--- config.mk ---
export PLATFORM = sky130hd
export DESIGN_NAME = brl_ram
export DESIGN_NICKNAME = d
export VERILOG_FILES = /design/src/brl_ram.sv
export SDC_FILE = /design/constraint.sdc
export NUM_CORES = 1
export LEC_CHECK = 0
export ABC_CLOCK_PERIOD_IN_PS = 4400
export BUFFER_PORTS_ARGS = -buffer_cell sky130_fd_sc_hd__buf_2
export CELL_PAD_IN_SITES_DETAIL_PLACEMENT = 0
export CELL_PAD_IN_SITES_GLOBAL_PLACEMENT = 1
export CORE_AREA = 3 3 111 113
export CTS_BUF_LIST = sky130_fd_sc_hd__clkbuf_8 sky130_fd_sc_hd__clkbuf_16
export CTS_CLUSTER_DIAMETER = 100
export DETAILED_ROUTE_END_ITERATION = 6
export DIE_AREA = 0 0 114 116
export GPL_TIMING_DRIVEN = 0
export PLACE_DENSITY = 0.67
export SLEW_MARGIN = 20
export SYNTH_ARGS = -nofsm -noshare
export SYNTH_HDL_FRONTEND = slang
export SYNTH_SLANG_ARGS = --single-unit
--- constraint.sdc ---
create_clock -name clk -period 4.4 [get_ports clk]
set_clock_uncertainty 0.05 [all_clocks]
set_input_delay 0.88 -clock clk [delete_from_list [all_inputs] [get_ports clk]]
set_output_delay 0.88 -clock clk [all_outputs]
set_load 0.01 [all_outputs]
--- src/brl_ram.sv ---
// Generic single-write, single-read synchronous RAM, registered read data.
// No dependencies.
module brl_ram #(
	parameter int DW = 8,
	parameter int AW = 4
) (
	input  logic          clk,
	input  logic          wr_en,
	input  logic [AW-1:0] wr_addr,
	input  logic [DW-1:0] wr_data,
	input  logic [AW-1:0] rd_addr,
	output logic [DW-1:0] rd_data
);

	logic [DW-1:0] mem [2**AW];

	always_ff @(posedge clk) begin
		if (wr_en) mem[wr_addr] <= wr_data;
	end

	always_ff @(posedge clk) begin
		rd_data <= mem[rd_addr];
	end

endmodule

==> impl_metrics.yaml <==
status:
  status: "finished, final reports clean"
route:
  firstDrtPassIters: 4
  wl_per_cell_um: 22.2
  drcViolationCount: 0
  viasPerCell: 5.50
  drtIter0Drc: 134
  routed_wl_um: 9510
  ant_nets: 0
  via_count: 2353
timing:
  slew_headroom: 0.461
  setup-tns-final_ns: 0
  setup_violations: 0
  tightest_slew_ns: 0.806
  max_freq_ghz: 0.459
  period_minus_slack_ns: 2.18
  rsz0062_at_grt: "false"
  hold_violations: 0
  min_period_over_period: 0.495
  finalMaxSlewViolations: 0
critical_path:
  path_class: "in2reg"
  required_ns: 4.38
  r2r_slack_ns: 2.92
  crit_arrival_ns: 2.16
  worstPathMaxFanout: 8
  worstSetupStartpoint: "wr_addr[2]"
  cp-end-kind: "register"
  r2r_start: "mem[7][7]"
  critPathLaunchType: "input pin"
grt:
  grt_first_pass_wirelength_um: 14400
  antenna_found_initial: 0
  overflow: 0
  grt_pass1_vias: 2366
  grtUsageTotal: 0.159
  use_met3: 0.0439
  busiest_layer: "met2"
  grt_util_met1: 0.226
  met2_usage: 0.231
  grt_start_max_net_pins: 17
final_layout:
  final_area_um2: 6050
  fill_cells: 906
  fin_cells: 428
  mostFrequentLayoutCell: "edfxtp_1"
  layout-drive-gt1-share: 0.298
  area_delta_synth_final_pct: 17.5
  n_antenna_cell: 0
  final_nets: 290
  layout_common_cells: "128 x edfxtp_1, 27 x buf_2, 18 x mux4_2, 17 x clkbuf_16, 16 x a22oi_1"
clocking:
  cts_num_sinks: 136
  cts-root-buf: "clkbuf_16"
  clockBufferDepth: 2
  cts_tree: "built"
  postCtsHoldBufs: 0
  post_cts_resized: 0
  htree_num_levels: 4
  clk_pin_slew_ns: 0.06
  post-cts-setup-buffer-count: 0
  clk_latency_ns: 0.41
  cts_made_buffers: 17
logic_synthesis:
  yosysSeqAreaShare: 0.778
  yosysWarnings: 0
  ys_seq_elements: 136
  avgSynthCellArea_um2: 22.5
  synth_nets: 247
  syn_area_um2: 5150
  synth.distinct_cells: 19
  synthCells: 229
worst_hold_path:
  hp-class: "reg2reg"
  worstHoldStart: "mem[8][2]"
place:
  io_buffers: 24
  gp_congestion: 0.693
  hpwlAfterDp_um: 6080
  place_area_um2: 5470
  dp.cells: 396
floorplan:
  io_pins: 26
  dieWidth_um: 114
  core_um2: 11400
  start_util: 0.451
  die-area_um2: 13200
  die_h_um: 116
  std_cell_rows: 39
pwr:
  ir_worst_vdd_uv: 211
  netSwitchingFraction: 0.194
  power_frac_seq: 0.490
  power.internal_mw: 2.40
  p_clk_frac: 0.463
  pwr-share-comb: 0.047
  pwr_density_cell_nw_per_um2: 491
  leakagePower_nw: 2.05
  p_switching_mw: 0.575
job:
  max_cap_violations: 0
-- per-stage QoR --
stage           util  worst slack (ns)  hold WS [ns]  power [mW]
2_1_floorplan      -              1.98         0.579        1.56
4_1_cts        0.529              2.22         0.630        2.99
3_3_place_gp   0.477              1.43         0.608        1.62
5_1_grt        0.529              2.19         0.673        3.07
3_5_place_dp   0.479              1.78         0.616        1.62
6_report       0.529              2.22         0.623        2.97
-- area by class of cell --
class | instances | area [µm²] | area share
Buffer | 10 | 86.3 | 0.0143
Sequential cell | 136 | 4000 | 0.662
Tap cell | 143 | 179 | 0.0296
Clock inverter | 14 | 140 | 0.0232
Clock buffer | 18 | 439 | 0.0726
Multi-Input combinational cell | 83 | 1080 | 0.178
Timing Repair Buffer | 24 | 120 | 0.0199
-- power groups by stage --
stage	Combinational, mW	Clock (mW)	Sequential, mW
2_1_floorplan	0.0735	0	1.49
3_3_place_gp	0.139	0	1.48
3_5_place_dp	0.143	0	1.48
4_1_cts	0.143	1.39	1.46
5_1_grt	0.153	1.46	1.46
6_report	0.141	1.37	1.46
-- sequential cells by signal, indices dropped and copies added (netlist names) --
register,cells
mem,128
rd_data,8
-- cells by family after synthesis --
| family | Yosys count | share of synthesized area |
|---|---|---|
| multiplexers | 32 | 0.150 |
| AO/OA/AOI/OAI | 16 | 0.0233 |
| buffers and inverters | 10 | 0.0168 |
| flip-flops | 136 | 0.778 |
| AND/OR/NAND/NOR | 35 | 0.0318 |
-- synth_stat cells (all sizes together) --
| master | count | share of area |
|---|---|---|
| nand3b | 2 | 0.0029 |
| buf | 7 | 0.011 |
| or3b | 1 | 0.0017 |
| edfxtp | 128 | 0.75 |
| nor3 | 4 | 0.0039 |
| nor2b | 1 | 0.0012 |
| nand2 | 9 | 0.0066 |
| and2b | 1 | 0.0015 |
| dfxtp | 8 | 0.031 |
| clkdlybuf4s25 | 3 | 0.0058 |
| and2 | 1 | 0.0012 |
| a22oi | 16 | 0.023 |
| mux4 | 32 | 0.15 |
| nor2 | 13 | 0.0095 |
| nand2b | 2 | 0.0024 |
| nand3 | 1 | 0.00097 |
-- metal layers --
metal / routed length [µm] / vias up
li1: - / 1056
met1: 4270 / 1212
met2: 4490 / 70
met3: 514 / 15
met4: 227 / 0
met5: 0 / -
-- path summary, 6_finish.rpt --
kind           endpoint  cells after the start
min          rd_data[2]                      3
min reg2reg  rd_data[2]                      3
max reg2reg  rd_data[7]                      3
max           mem[2][5]                      3
-- worst max-delay path, stage by stage --
cell and delay [ns]:
buf_2 0.11, or3b_2 0.55, nor2_1 0.62
Power figures use the tool's default switching activity.
