--- src/brl_pkg.sv ---
// Shared constants, types and helper functions for the blocked run-length tracker.
// No dependencies; compile first.
package brl_pkg;

	localparam int MAX_POSITIONS = 1024;
	localparam int HISTORY_DEPTH = 1024;

	localparam int POS_W = 11;
	localparam int OP_W  = 2;

	// bitmap organization: one memory row holds WORD_W consecutive positions
	localparam int WORD_W    = 64;
	localparam int MAP_WORDS = MAX_POSITIONS / WORD_W;
	localparam int MAP_AW    = $clog2(MAP_WORDS);
	localparam int BIT_AW    = $clog2(WORD_W);
	localparam int SH_W      = BIT_AW + 1;
	localparam int IDX_W     = MAP_AW + BIT_AW;

	// history entry: {new-mark flag, position}
	localparam int HIST_AW = $clog2(HISTORY_DEPTH);
	localparam int HIST_DW = POS_W + 1;
	localparam int CNT_W   = $clog2(HISTORY_DEPTH + 1);

	localparam logic [OP_W-1:0] OP_BLOCK = OP_W'(0);
	localparam logic [OP_W-1:0] OP_QUERY = OP_W'(1);
	localparam logic [OP_W-1:0] OP_UNDO  = OP_W'(2);

	localparam logic [POS_W-1:0] LINE_LEN_RESET = POS_W'(1024);
	localparam logic [POS_W-1:0] MAX_POS_VAL    = POS_W'(MAX_POSITIONS);

	typedef logic [WORD_W-1:0] map_word_t;

	typedef struct packed {
		logic              en;
		logic [MAP_AW-1:0] addr;
		map_word_t         data;
	} map_wr_t;

	// index of highest set bit (0 if none)
	function automatic logic [BIT_AW-1:0] find_hi(input map_word_t w);
		logic [BIT_AW-1:0] r;
		r = '0;
		for (int i = 0; i < WORD_W; i++) begin
			if (w[i]) r = BIT_AW'(i);
		end
		return r;
	endfunction

	// index of lowest set bit (0 if none)
	function automatic logic [BIT_AW-1:0] find_lo(input map_word_t w);
		logic [BIT_AW-1:0] r;
		r = '0;
		for (int i = WORD_W - 1; i >= 0; i--) begin
			if (w[i]) r = BIT_AW'(i);
		end
		return r;
	endfunction

endpackage

--- src/brl_map_mem.sv ---
// Blocked-position bitmap: word-wide synchronous RAM with per-row valid bits.
// Depends on brl_pkg. A row never written reads as all zero.
module brl_map_mem import brl_pkg::*; (
	input  logic              clk,
	input  logic              arst_n,
	input  logic [MAP_AW-1:0] rd_addr,
	input  map_wr_t           wr,
	output map_word_t         rd_data
);

	map_word_t              mem [MAP_WORDS];
	map_word_t              rd_word_s1;
	logic                   rd_vld_s1;
	logic [MAP_WORDS-1:0]   row_vld_q;

	always_ff @(posedge clk or negedge arst_n) begin
		if (!arst_n) begin
			row_vld_q <= '0;
			rd_vld_s1 <= 1'b0;
		end else begin
			if (wr.en) row_vld_q[wr.addr] <= 1'b1;
			rd_vld_s1 <= row_vld_q[rd_addr];
		end
	end

	always_ff @(posedge clk) begin
		if (wr.en) mem[wr.addr] <= wr.data;
		rd_word_s1 <= mem[rd_addr];
	end

	assign rd_data = rd_vld_s1 ? rd_word_s1 : '0;

endmodule

--- config.mk ---
export PLATFORM = sky130hd
export DESIGN_NAME = brl_map_mem
export DESIGN_NICKNAME = d
export VERILOG_FILES = /design/src/brl_pkg.sv /design/src/brl_map_mem.sv
export SDC_FILE = /design/constraint.sdc
export NUM_CORES = 1
export LEC_CHECK = 0
export ABC_CLOCK_PERIOD_IN_PS = 3300
export BUFFER_PORTS_ARGS = -buffer_cell sky130_fd_sc_hd__buf_2
export CORE_AREA = 2 2 372 374
export CTS_BUF_LIST = sky130_fd_sc_hd__clkbuf_2 sky130_fd_sc_hd__clkbuf_4 sky130_fd_sc_hd__clkbuf_8
export DETAILED_ROUTE_END_ITERATION = 10
export DIE_AREA = 0 0 374 376
export GPL_TIMING_DRIVEN = 0
export PLACE_DENSITY_LB_ADDON = 0.08
export SLEW_MARGIN = 20
export SYNTH_ARGS = -nofsm -noshare
export SYNTH_HDL_FRONTEND = slang
export SYNTH_SLANG_ARGS = --single-unit
export TNS_END_PERCENT = 50
--- constraint.sdc ---
create_clock -name clk -period 3.3 [get_ports clk]
set_clock_uncertainty 0.1 [all_clocks]
set_input_delay 0 -clock clk [delete_from_list [all_inputs] [get_ports clk]]
set_output_delay 0 -clock clk [all_outputs]
set_load 0.02 [all_outputs]
==> results.md, run 1 <==
- Worst path max stage delay: between 0.7 and 0.8 ns
- Min Tclk post-route: 3.21 ns
- Final setup fails: 0
- Unrepaired setup endpoints after global routing: no
- Clock share of power: 41.1%
- Core area: 0.137 mm²
- Synth cell count leaders: edfxtp_1 (1,024), mux4_2 (260), a22oi_1 (130)
- Setup_tns: 0 ns
- Crit Reg-Reg Startpoint: mem[9][12]
- Die Ht: 376 µm
- Sequential share of power: 52.0%
- FF-to-FF path depth: 4
- I/O pin cnt: 139
- Post-synth top area share: 75.6%
- Crit-path cells: dlygate4sd3_1, dlygate4sd3_1, buf_2, dlygate4sd3_1, nor3_4, dlygate4sd3_1, buf_8, buf_6, buf_6, buf_8
- Synth Instances: approximately 1,800
- Count leader, synth: edfxtp_1
- Largest cells by area after synthesis: edfxtp_1 (76%), mux4_2 (14%), dfxtp_1 (3.1%), a22oi_1 (2.4%), dfrtp_1 (1.0%)
- CTS tree: done
- Reg2Reg Setup Slack: 1.44 ns
- Worst hold start: wr[65]
- Critical path class: in2reg
- GRT Residual Overflow: 0
- Final routed DRC violation total: 0
- H-Tree Depth: 4
- Power Density: 600 mW/mm²
- Clock buffer depth: 3
- HPWL after detailed placement: 72.5 mm
- Leakage power figure: 0.0167 µW
- Die footprint: 0.141 mm²
- Fin. Hold Viols: 0
- Buf+Inv Stages, Crit Path: 9
- Endpoint class of the critical path: register
- Hold Path Stages: 3
- Top cell family by delay on the critical path: buffers and inverters
- Yosys warns: 0
- Die width: 374 µm
- Via count: 20,100
- Vias in the first global route: 22,000
- CP arrival: between 3 and 4 ns
- IO buf count: approximately 140
- Distinct cells, synth: 21
- Met1 Use GR: between 20% and 30%
- Root Driver: clkbuf_8
- P_int: 23,500 µW
- Vias/cell: 4.71
- Global-route met3 utilization: 2.96%
- DRT antenna net count: 0
- Number of buffers created by CTS: 193
- Worst-Margin Slew: 1.16 ns
- Synthesized area per cell: approximately 23 µm²
- Initial core utilization: between 20 and 30%
- Gr usage total: 16.4%
- Fillers: 12,600
- Post-synth ARST share: around 1.5%
- Logic pwr share: 6.9%
- Max Slew Vio Count: 0
- WL/cell: 26.8 µm
- Hold EP: mem[12][43]
- Worst setup SP type: input pin
- Total detailed-routing wirelength: 115 mm
- Drt initial violations: ~1,500
- Worst EP required: 3.75 ns
- First-pass GRT wire length: 162 mm
- Synthesized area: 0.0407 mm²
- Clock Sinks: 1,105
- Final #Nets: 2,394
- Total power: 30,400 µW
- Gr busiest metal: met2
- Cell accounting for the most synthesized area: edfxtp_1
- Worst hold path type: in2reg
- Met2 Usage GRT: a little over a quarter
- Pre-antenna DRT Iters: 5
- Slew HR: 22.7%
- Fmax: roughly 0.31 GHz
- Number of synthesized flops with an enable pin: between 1,000 and 1,500
- Sw frac: 22.5%
- Post-synthesis register bit count: 1,105
- CTS Hold Bufs: 148
- Layout cells sized above 1: 34.8%
- Maximum vdd ir drop: approximately 0.37 mV
- Sequential element share of the synthesized area: between 70% and 80%
- Slowest CP cell: dlygate4sd3_1
- Primary FF master, synth: edfxtp_1
- Mapped Nets: 1,835
- Peak fanout along the critical path: 10
- Period utilization: between 90 and 100%
- Initial antenna violation count: 13
- Worst r2r dst: rd_word_s1[12]
- Top cell by count, worst path: dlygate4sd3_1
- Pin count of the biggest net entering global routing: 18
- CTS resizes: 0
- Post-CTS Setup Bufs: 0
- Layout area overhead: 24.5%
- Clock latency on the worst-skew pair: 0.88 ns
- Max-Cap Viols: 0
- # rows: 136
- Status: complete, no violations
- RePlAce Congestion: 0.672
- Worst-path clk slew: around 0.060 ns
- Sw power: roughly 6800 µW
per-layer routing:
metal  routed length, µm  vias up
met1               50800    10800
met2               56500      513
met5                  34        -
met4                2310        6
met3                5030      188
li1                    -     8587
worst min-delay path: stages:
cell and delay [ns]:
dlygate4sd3_1 0.51, buf_2 0.24, nor3_4 0.14
cells in the final DEF (no fill, tap or decap):
| cell type | Yosys | final |
|---|---|---|
| inv_8 | 0 | 1 |
| dfxtp_1 | 64 | 64 |
| a22oi_1 | 130 | 130 |
| and2_1 | 65 | 65 |
| buf_12 | 0 | 33 |
| nand3_1 | 1 | 1 |
| mux4_2 | 260 | 260 |
| nor3_4 | 0 | 4 |
| nor2_1 | 13 | 1 |
| nand2b_1 | 2 | 2 |
| nor2b_1 | 2 | 2 |
| diode_2 | 0 | 3 |
| clkinvlp_4 | 0 | 5 |
| clkbuf_2 | 0 | 5 |
| nor2_4 | 0 | 12 |
| clkbuf_8 | 0 | 208 |
| or2_1 | 16 | 16 |
| nand2_1 | 66 | 66 |
| buf_4 | 7 | 7 |
| or3b_1 | 1 | 1 |
| buf_2 | 22 | 158 |
| clkinv_2 | 0 | 21 |
| bufinv_16 | 0 | 4 |
| dfrtp_1 | 17 | 17 |
| clkbuf_4 | 0 | 81 |
| clkinv_1 | 0 | 31 |
| dlygate4sd3_1 | 0 | 148 |
| edfxtp_1 | 1024 | 1024 |
| buf_8 | 3 | 27 |
| buf_1 | 3 | 3 |
| nand3b_1 | 2 | 2 |
| buf_16 | 0 | 17 |
| clkbuf_1 | 45 | 40 |
| buf_6 | 13 | 19 |
registers in the layout, summed over array words and instances, names as in the netlist:
signal and count:
row_vld_q 16, rd_word_s1 64, mem 1024, rd_vld_s1 1
stage by stage:
stage / area (µm²) / utilization [%] / cells / hold WS (ns) / setup WS, ns
after global routing: 50700 / 37.1 / 4271 / 0.0986 / 0.0649
final: 50700 / 37.1 / 4272 / 0.132 / 0.0885
after floorplan: 40700 / - / 1760 / -0.396 / -0.467
after CTS: 50700 / 37.1 / 4269 / 0.0127 / 0.0210
after detailed placement: 45300 / 33.2 / 3770 / -0.155 / 0.485
after global placement: 43700 / 31.9 / 3690 / -0.165 / -5.06
cell type report:
class	count	area [µm²]	share of cell area (%)
diodes	3	7.51	0.0148
plain buffers	93	541	1.07
clock buffers	289	3470	6.85
clock inverters	62	390	0.770
multi-input cells	562	7840	15.5
flip-flops and latches	1105	32500	64.1
well taps	1794	2240	4.43
repair buffers	364	3720	7.34
worst max-delay path by stage:
stage          cells past startpoint        endpoint  slack, ns       start
2_1_floorplan                      2       mem[1][0]      -0.47      wr[66]
4_1_cts                            5     rd_data[39]       0.02   rd_vld_s1
6_report                          10      mem[0][62]       0.09      wr[64]
3_3_place_gp                       3      mem[1][60]      -5.06      wr[66]
5_1_grt                           10      mem[0][62]       0.06      wr[64]
3_5_place_dp                       6  rd_word_s1[61]       0.49  rd_addr[1]
cell families (layout without fill, tap and decap cells):
group	count (synthesis)	in the layout	synth area share, %
muxes	260	260	14.4
buffers and inverters	93	808	1.31
DFF	1105	1105	79.7
AOI/OAI and AO/OA	130	130	2.40
other	0	3	0
and+or+nand+nor	172	172	2.16
power by group through the flow:
stage | combinational, µW | clock [µW] | sequential (µW)
after floorplan | 1050 | 0 | 16100
after global placement | 1880 | 0 | 16100
after detailed placement | 2010 | 0 | 16100
after CTS | 2170 | 13000 | 15800
after global routing | 2260 | 13500 | 15800
final | 2090 | 12500 | 15800
(Power assumes the default switching activity.)
==> inputs of run 2 (changes only) <==
==> constraint.sdc (replaced) <==
create_clock -name clk -period 3.3 [get_ports clk]
set_clock_uncertainty 0.1 [all_clocks]
set_input_delay 0.825 -clock clk [delete_from_list [all_inputs] [get_ports clk]]
set_output_delay 0.825 -clock clk [all_outputs]
set_load 0.02 [all_outputs]
==> run 2 against run 1 <==
Net effect: maximum frequency rose by 2.2%; register-to-register slack improved by 0.33 ns; hold slack improved by 0.088 ns; routed wire length fell by 2.6%; total power fell by 0.61%; via count fell by 3.1%; clock power barely moved; utilization fell by 0.93 points; critical path type is now reg2out; largest cell class unchanged.
==> results.md, run 2 (synthesized netlist as in run 1, its figures left out) <==
- Clock Sinks: 1,105 (unchanged)
- Critical path class: reg2out
- Fin area: 0.0494 mm² (-2.5%)
- Worst-Margin Slew: 1.11 ns (-0.0451 ns)
- Root Driver: clkbuf_8
- HPWL after detailed placement: 72.6 mm (about the same)
- Clock share of power: 41.2% (about the same)
- Placed instance area: 0.0455 mm² (+0.32%)
- Max Slew Vio Count: 0 (unchanged)
- GRT Residual Overflow: 0 (unchanged)
- Dpl ws: -0.286 ns (-0.771 ns)
- RePlAce Congestion: 0.676 (+0.67%)
- Largest registers: mem (1024), rd_word_s1 (64), row_vld_q (16)
- Layout area overhead: 21.4%
- Clock latency on the worst-skew pair: 0.87 ns (about the same)
- Max-Cap Viols: 0 (unchanged)
- Die Ht: 376 µm (unchanged)
- Finished Core Util: 36.2% (-0.93 points)
- Worst setup margin: 0.159 ns (+0.0705 ns)
- Drt initial violations: 1,503 (-2.1%)
- Power Density: 612 mW/mm² (+1.9%)
- Clock buffer depth: 3 (unchanged)
- Layout cells sized above 1: 37.9% (+3.1 points)
- Slowest CP cell: dfrtp_1
- Fin. Hold Viols: 0 (unchanged)
- Vias/cell: 4.72 (+0.25%)
- Die footprint: 0.141 mm² (unchanged)
- Status: complete, no violations
- CP arrival: 2.22 ns (-1.45 ns)
- DRT antenna net count: 0 (unchanged)
- Reg2Reg Setup Slack: 1.77 ns (+0.33 ns)
- Final setup fails: 0 (unchanged)
- Period utilization: 95.2% (-2.1 points)
- Leakage power figure: 0.0161 µW (-3.1%)
- Worst setup SP type: register
- Endpoint class of the critical path: primary output
- Post-CTS Setup Bufs: 0 (unchanged)
- Top cell by count, worst path: clkbuf_8
- Sw power: 6770 µW (-1.1%)
- Max reg flops: 1,024 (unchanged)
- Initial antenna violation count: 21 (+8)
- Peak fanout along the critical path: 10 (unchanged)
- WL/cell: 27.1 µm (+0.85%)
- Gr usage total: 16.0% (-0.37 points)
- Maximum vdd ir drop: 0.340 mV (-9.0%)
- Number of buffers created by CTS: 187 (-3.1%)
- Setup_tns: 0 ns (unchanged)
- Met3 wire len: 6.27 mm (+25%)
- IO buf count: 136 (unchanged)
- Slew HR: 25.7% (+3.0 points)
- Total detailed-routing wirelength: 112 mm (-2.6%)
- Pre-antenna DRT Iters: 5 (unchanged)
- # rows: 136 (unchanged)
- Unrepaired setup endpoints after global routing: no
- DR WL met2: 52.7 mm (-6.7%)
- Crit-path cells: clkbuf_8, buf_16, clkbuf_8, and2_2, buf_2
- Worst path max stage delay: 0.34 ns (-0.44 ns)
- Worst hold path type: in2reg
- Fmax: 0.318 GHz (+2.2%)
- Leading cell type in the layout, fill and taps excluded: edfxtp_1
- H-Tree Depth: 4 (unchanged)
- Worst EP required: 2.37 ns (-1.38 ns)
- Min Tclk post-route: 3.14 ns (-0.0705 ns)
- Vias in the first global route: 21,200 (-4.0%)
- WL met1: 50.3 mm (-0.91%)
- P_int: 23,400 µW (-0.47%)
- DR top layer: met5
- Core area: 0.137 mm² (unchanged)
- Pin count of the biggest net entering global routing: 18 (unchanged)
- I/O pin cnt: 139 (unchanged)
- Final #Nets: 2,245 (-6.2%)
- Most flops, register: mem
- Final routed DRC violation total: 0 (unchanged)
- Most frequent cells in the layout: edfxtp_1 (1,024), mux4_2 (260), clkbuf_8 (218)
- Final hold slack: 0.220 ns (+0.0879 ns)
- Sw frac: 22.4% (-0.11 points)
- Initial core utilization: 29.8% (unchanged)
- CTS tree: done
- Logic pwr share: 6.5% (-0.4 points)
- Via count: 19,500 (-3.1%)
- Sequential share of power: 52.3% (+0.3 points)
- Worst-path clk slew: 0.06 ns (about the same)
- First-pass GRT wire length: 158 mm (-2.9%)
- Die width: 374 µm (unchanged)
-- run 2: changes by cell type in the layout (fill, tap and decap cells not counted), sizes merged --
cell	delta
dlygate4sd3	-147
inv	+2
diode	+3
buf	+4
clkinvlp	-1
bufinv	-2
clkinv	-8
clkbuf	+5
-- run 2: power groups by stage --
stage | sequential [µW] | combinational (µW) | clock [µW]
floorplan | 16100 | 1050 | 0
global placement | 16100 | 1870 | 0
detailed placement | 16100 | 2000 | 0
CTS | 15800 | 2040 | 12900
global route | 15800 | 2130 | 13400
finish | 15800 | 1960 | 12500
-- run 2: path summary, 6_finish.rpt --
path,from,end,depth (start not counted)
max,rd_vld_s1,rd_data[39],5
min reg2reg,row_vld_q[10],row_vld_q[10],1
max in group asynchronous,arst_n,row_vld_q[7],2
min in group asynchronous,arst_n,row_vld_q[12],2
max reg2reg,mem[8][37],rd_word_s1[37],3
min,wr[27],mem[5][27],1
-- run 2: what timing repair did --
action                                  in CTS  in global routing
hold buffers                                 1                  0
gates resized for setup                     18                  0
endpoints found under the setup margin      60                  0
endpoints found under the hold margin       17                  0
-- run 2: final cells by class --
type,count,area (µm²)
Antenna cell,6,15.0
Buffer,93,573
Clock buffer,294,3550
Clock inverter,53,312
Fill cell,12600,87200
Multi-Input combinational cell,562,7860
Sequential cell,1105,32500
Tap cell,1794,2240
Timing Repair Buffer,221,2390
-- run 2: routing by layer --
metal	vias up	global-route usage, %
li1	8292	-
met1	10500	22.2
met2	538	25.4
met3	188	3.46
met4	10	4.78
met5	-	0
-- run 2: critical path, delay by kind of cell, from the launching register on --
family,cells,cell delay (ns)
buf+inv,4,0.78
flops,1,0.34
simple gates,1,0.22
-- run 2: through the flow --
stage | total power (µW) | instances
final | 30200 | 4128
after global routing | 31400 | 4125
after CTS | 30700 | 4122
after detailed placement | 18100 | 3774
after global placement | 18000 | 3690
after floorplan | 17100 | 1760
